===== src/design/yuv2rgb_pkg.sv =====
package yuv2rgb_pkg;

    localparam int COEF_BITS   = 12;
    localparam int ROW_W       = 3 * COEF_BITS;
    localparam int SAMPLE_W    = 9;
    localparam int PROD_W      = COEF_BITS + SAMPLE_W;
    localparam int SUM_W       = PROD_W + 2;
    localparam int FRAC_SHIFT  = 9;
    localparam int ROUND_BIAS  = 256;
    localparam int LUMA_BIAS   = 16;
    localparam int CHROMA_BIAS = 128;

    localparam int IN_DATA_W   = 24;
    localparam int OUT_DATA_W  = 56;
    localparam int CFG_IDX_W   = 3;

    localparam logic [7:0] ALPHA_OPAQUE = 8'hff;

    typedef enum logic [CFG_IDX_W-1:0] {
        CFG_RED_ROW    = 3'd0,
        CFG_GREEN_ROW  = 3'd1,
        CFG_BLUE_ROW   = 3'd2,
        CFG_LUMA_OFS   = 3'd3,
        CFG_OUT_FORMAT = 3'd4
    } t_cfg_idx;

    typedef enum logic {
        FMT_BGRA8888 = 1'b0,
        FMT_RGB565   = 1'b1
    } t_out_format;

    // One matrix row applied to a pixel, rounded, floored and clamped to 0..255.
    function automatic logic [7:0] f_channel(
        input logic [ROW_W-1:0]           row,
        input logic signed [SAMPLE_W-1:0] y,
        input logic signed [SAMPLE_W-1:0] u,
        input logic signed [SAMPLE_W-1:0] v
    );
        logic signed [COEF_BITS-1:0] c_y;
        logic signed [COEF_BITS-1:0] c_u;
        logic signed [COEF_BITS-1:0] c_v;
        logic signed [SUM_W-1:0]     t;
        logic [7:0]                  q;
        c_y = signed'(row[COEF_BITS-1:0]);
        c_u = signed'(row[2*COEF_BITS-1:COEF_BITS]);
        c_v = signed'(row[3*COEF_BITS-1:2*COEF_BITS]);
        t = SUM_W'(c_y) * SUM_W'(y) + SUM_W'(c_u) * SUM_W'(u)
          + SUM_W'(c_v) * SUM_W'(v) + SUM_W'(ROUND_BIAS);
        if (t[SUM_W-1]) begin
            q = 8'd0;
        end else if (|t[SUM_W-2:FRAC_SHIFT+8]) begin
            q = 8'hff;
        end else begin
            q = t[FRAC_SHIFT+7:FRAC_SHIFT];
        end
        return q;
    endfunction

endpackage


===== src/design/yuv_to_rgb_color_converter.sv =====
// Per-pixel YCbCr to RGB converter. One pixel (Y, U, V bytes) enters per clock while the
// output side is not stalled; it is held in the input register, and its result in the
// result register, with the nine coefficient products, the rounding sum, the clamp and
// the packing in between. Chroma is re-centered by 128 and luma optionally by 16, the
// programmed 3x3 matrix (signed coefficients, 9 fraction bits) is applied, and each
// channel is clamped to 0..255. The packed word is BGRA8888 with opaque alpha or RGB565
// in the low half. Registers are written through the config channel, which is always
// ready; the user must write them only while the stream is idle, as the block itself
// does not enforce this.
module yuv_to_rgb_color_converter (
    input  logic                                 i_clk,
    input  logic                                 i_rst_n,
    // Config write channel.
    input  logic                                 i_cfg_valid,
    output logic                                 o_cfg_ready,
    input  logic [yuv2rgb_pkg::CFG_IDX_W-1:0]    i_cfg_index,
    input  logic [yuv2rgb_pkg::ROW_W-1:0]        i_cfg_data,
    // Pixel input stream.
    input  logic                                 i_s_tvalid,
    output logic                                 o_s_tready,
    input  logic [yuv2rgb_pkg::IN_DATA_W-1:0]    i_s_tdata,  // luma, chroma_u, chroma_v
    // Result stream.
    output logic                                 o_m_tvalid,
    input  logic                                 i_m_tready,
    output logic [yuv2rgb_pkg::OUT_DATA_W-1:0]   o_m_tdata   // packed_pixel, red, green, blue
);
    import yuv2rgb_pkg::*;

    logic [ROW_W-1:0]  r_coef_red;
    logic [ROW_W-1:0]  r_coef_green;
    logic [ROW_W-1:0]  r_coef_blue;
    logic              r_luma_ofs;
    t_out_format       r_out_format;

    logic              r_in_valid;
    logic [7:0]        r_luma;
    logic [7:0]        r_chroma_u;
    logic [7:0]        r_chroma_v;

    logic              r_out_valid;
    logic [OUT_DATA_W-1:0] r_out_data;

    logic              advance;
    logic signed [SAMPLE_W-1:0] y;
    logic signed [SAMPLE_W-1:0] u;
    logic signed [SAMPLE_W-1:0] v;
    logic [7:0]        red;
    logic [7:0]        green;
    logic [7:0]        blue;
    logic [31:0]       packed_pixel;
    logic [OUT_DATA_W-1:0] n_out_data;

    assign o_cfg_ready = 1'b1;

    always_ff @(posedge i_clk) begin
        if (!i_rst_n) begin
            r_coef_red   <= '0;
            r_coef_green <= '0;
            r_coef_blue  <= '0;
            r_luma_ofs   <= 1'b0;
            r_out_format <= FMT_BGRA8888;
        end else if (i_cfg_valid) begin
            unique case (t_cfg_idx'(i_cfg_index))
                CFG_RED_ROW:    r_coef_red   <= i_cfg_data;
                CFG_GREEN_ROW:  r_coef_green <= i_cfg_data;
                CFG_BLUE_ROW:   r_coef_blue  <= i_cfg_data;
                CFG_LUMA_OFS:   r_luma_ofs   <= i_cfg_data[0];
                CFG_OUT_FORMAT: r_out_format <= t_out_format'(i_cfg_data[0]);
                default: ;
            endcase
        end
    end

    // The result register moves whenever it is empty or being drained; the input
    // register may fill whenever it is empty or its item moves on.
    assign advance    = !r_out_valid || i_m_tready;
    assign o_s_tready = !r_in_valid || advance;

    always_ff @(posedge i_clk) begin
        if (!i_rst_n) begin
            r_in_valid <= 1'b0;
        end else if (o_s_tready) begin
            r_in_valid <= i_s_tvalid;
        end
    end

    always_ff @(posedge i_clk) begin
        if (o_s_tready && i_s_tvalid) begin
            r_luma     <= i_s_tdata[7:0];
            r_chroma_u <= i_s_tdata[15:8];
            r_chroma_v <= i_s_tdata[23:16];
        end
    end

    always_comb begin
        y = signed'({1'b0, r_luma}) - (r_luma_ofs ? SAMPLE_W'(LUMA_BIAS) : SAMPLE_W'(0));
        u = signed'({1'b0, r_chroma_u}) - SAMPLE_W'(CHROMA_BIAS);
        v = signed'({1'b0, r_chroma_v}) - SAMPLE_W'(CHROMA_BIAS);
        red   = f_channel(r_coef_red,   y, u, v);
        green = f_channel(r_coef_green, y, u, v);
        blue  = f_channel(r_coef_blue,  y, u, v);
        unique case (r_out_format)
            FMT_RGB565:   packed_pixel = {16'd0, red[7:3], green[7:2], blue[7:3]};
            FMT_BGRA8888: packed_pixel = {ALPHA_OPAQUE, red, green, blue};
            default:      packed_pixel = {ALPHA_OPAQUE, red, green, blue};
        endcase
        n_out_data = {blue, green, red, packed_pixel};
    end

    always_ff @(posedge i_clk) begin
        if (!i_rst_n) begin
            r_out_valid <= 1'b0;
        end else if (advance) begin
            r_out_valid <= r_in_valid;
        end
    end

    always_ff @(posedge i_clk) begin
        if (advance && r_in_valid) begin
            r_out_data <= n_out_data;
        end
    end

    assign o_m_tvalid = r_out_valid;
    assign o_m_tdata  = r_out_data;

endmodule


===== config.mk =====
export PLATFORM = sky130hd
export DESIGN_NAME = yuv_to_rgb_color_converter
export DESIGN_NICKNAME = d
export VERILOG_FILES = /design/src/design/yuv2rgb_pkg.sv /design/src/design/yuv_to_rgb_color_converter.sv
export SDC_FILE = /design/constraint.sdc
export NUM_CORES = 2
export LEC_CHECK = 0
export BUFFER_PORTS_ARGS = -buffer_cell sky130_fd_sc_hd__buf_2
export CORE_MARGIN = 2
export CORE_UTILIZATION = 33
export DETAILED_ROUTE_END_ITERATION = 10
export PLACE_DENSITY_LB_ADDON = 0.08
export SYNTH_ARGS = -nofsm -noshare
export SYNTH_HDL_FRONTEND = slang
export SYNTH_SLANG_ARGS = --single-unit

===== constraint.sdc =====
create_clock -name i_clk -period 13.55 [get_ports i_clk]
set_input_delay 2.71 -clock i_clk [delete_from_list [all_inputs] [get_ports i_clk]]
set_output_delay 2.71 -clock i_clk [all_outputs]
set_load 0.02 [all_outputs]

==> metrics.txt <==
status=complete, no violations; headroom to the max-slew limit=25.4%; CP Max Fanout=36; setup tns final=0 ns; Peak Freq=111 MHz; global route overflow=0; port bufs=125; TritonRoute pass-1 iters=5; initial antenna violation count=10; Peak VDD IR=0.158 mV; Worst-path clk slew=0.09 ns; CP startpoint kind=flip-flop; Synth cell types=80; layout cell share with drive strength beyond 1=6.38%; Die H=369 µm; drt total wl=135000 µm; hpwl dp=111000 µm; Hold Vio Cnt, Final=0; most instantiated cells after synthesis=inv_1 (1100), fa_1 (1077), nand2_1 (697), ha_1 (302), and2_1 (296); slowest cell on the critical path=nor3_2; gp weighted congestion=0.810; Max-cap violations=0; M1 WL=60800 µm; root buf cell=clkbuf_16; number of synthesized flops with an enable pin=73; Layout Nets=5997; crit path kind=reg2reg; Worst Tran Pin Value=1.12 ns; synth top area cells=fa_1 (49%), inv_1 (9.4%), ha_1 (8.6%); Worst Path Required=13.82 ns; Tmin final=9.03 ns; first-iteration detailed-routing DRC count=1478; area grow syn2layout=6.48%; wire length per cell=21.4 µm; Ys Warns=0; Setup-failing EPs final=0; Max clock buf depth=2; clock skew=0.0144 ns; total vias in the final route=29193; die width=369 µm; Cells after Synth=4611; CP dominant cell by count=fa_1; RSZ-0062 raised after global routing=false; post-synth top area share=48.9%; Avg Inst Size Synth=9.56 µm²; initial core utilization=33.1%; Max stage delay on crit path=0.90 ns; max-slew violations=0; GRT Resource Usage Total=20.9%; TritonCTS Buffers=17; PD cells=103 nW/µm²; PostCTS Resize Cnt=0; number of synthesized register bits=185; crit end category=flip-flop; Hold Crit Class=reg2reg; most used flip-flop cell after synthesis=dfxtp_1; # DRC=0; most frequent cell after synthesis=inv_1; largest net degree at the start of global routing=94; global-route wire length before repair=210000 µm; dpl cells=6299; Synthesized Nets=6058; post-synth top area cell=fa_1; Pleak=22.4 nW; vias in the first global route=32501; hold buffers post-CTS=0; core box area=133000 µm²; I/O pin count=127; Final Non-Filler Cells=6334; WL met3=3960 µm; met2 WL post-DR=67900 µm; routed vias/inst=4.61; Die Area=136000 µm²; DR top layer=met4; Row Count=134; crit share post-route=66.7%; post-CTS setup buffer count=0; final antenna-violating net count=0; FFs w/ async S/R, synth=0%; CTS tree=built; sequential share of the synthesized area=10.1%; arrival time at the worst endpoint=9.30 ns; H-Tree Depth=4; Post-Syn Area=44100 µm²; Clock Latency Late Sink=0.55 ns; Sink Count=185
-- layout by cell type, fill, tap and decap left out, types with 60 or more instances in the layout --
| cell type | netlist | layout |
|---|---|---|
| inv_1 | 1100 | 1100 |
| buf_2 | 7 | 124 |
| nor2b_1 | 82 | 81 |
| ha_1 | 302 | 302 |
| dfxtp_1 | 112 | 112 |
| nand2_1 | 697 | 696 |
| a21boi_0 | 111 | 111 |
| and2_1 | 296 | 294 |
| nor2_1 | 100 | 99 |
| nand2b_1 | 60 | 60 |
| fa_1 | 1077 | 1077 |
| edfxtp_1 | 73 | 73 |
-- power breakdown --
group	switching (mW)	internal (mW)
Combinational	2.17	1.28
Clock	0.314	0.256
Sequential	0.0521	0.777
-- worst paths after layout --
check / from / endpoint / slack [ns] / cells after the start
min reg2reg: r_luma_ofs$_SDFFE_PN0P_ / r_luma_ofs$_SDFFE_PN0P_ / 0.55 / 2
max: r_luma[4]$_DFFE_PP_ / o_m_tdata[6]$_DFFE_PP_ / 4.52 / 25
min: r_luma_ofs$_SDFFE_PN0P_ / r_luma_ofs$_SDFFE_PN0P_ / 0.55 / 2
max reg2reg: r_luma[4]$_DFFE_PP_ / o_m_tdata[6]$_DFFE_PP_ / 4.52 / 25
-- per-stage QoR --
| step | hold slack, ns | power [mW] | utilization, % | worst slack [ns] | area, µm² |
|---|---|---|---|---|---|
| final | 0.552 | 4.85 | 35.3 | 4.52 | 46900 |
| after floorplan | 0.477 | 3.13 | - | 5.93 | 44100 |
| after global routing | 0.586 | 5.29 | 35.3 | 4.11 | 46900 |
| after global placement | 0.528 | 4.38 | 34.8 | 4.08 | 46300 |
| after CTS | 0.551 | 4.97 | 35.3 | 4.49 | 46900 |
| after detailed placement | 0.528 | 4.36 | 34.8 | 4.53 | 46300 |
-- critical path: cells and delay by family (launching register included) --
kind | cells | cell delay, ns
DFF | 1 | 0.37
xor gates and xnor gates | 1 | 0.15
and+or+nand+nor | 3 | 1.53
adders and majority gates | 11 | 4.72
buffers and inverters | 4 | 0.61
AOI/OAI and AO/OA | 6 | 1.30
-- registers in the layout, summed over array words and instances (netlist names), 8 cells and up --
name,cells
r_coef_blue,36
r_luma,8
r_chroma_v,8
o_m_tdata,49
r_coef_green,36
r_coef_red,36
r_chroma_u,8
-- final cells by class --
| type | instances | area, µm² |
|---|---|---|
| fillers | 13740 | 86000 |
| diodes | 3 | 7.51 |
| well taps | 1768 | 2210 |
| clock inverters | 15 | 173 |
| repair buffers | 169 | 958 |
| clock buffers | 17 | 425 |
| inverters | 1101 | 4130 |
| flip-flops and latches | 185 | 4430 |
| multi-input cells | 3076 | 34600 |
-- per-layer routing --
layer,vias to the layer above,track usage (%)
li1,13223,-
met1,15490,28.5
met2,397,35.9
met3,83,2.08
met4,0,4.53
met5,-,0
-- logic make-up after synthesis --
group | after synthesis | synth area share (%)
mux | 8 | 0.190
fa+ha+maj | 1379 | 57.5
buf+inv | 1350 | 11.6
other cells | 1 | 0.00851
flops | 185 | 10.1
xor+xnor | 65 | 1.31
compound gates | 270 | 4.59
simple gates | 1353 | 14.7
(Power assumes the default switching activity.)
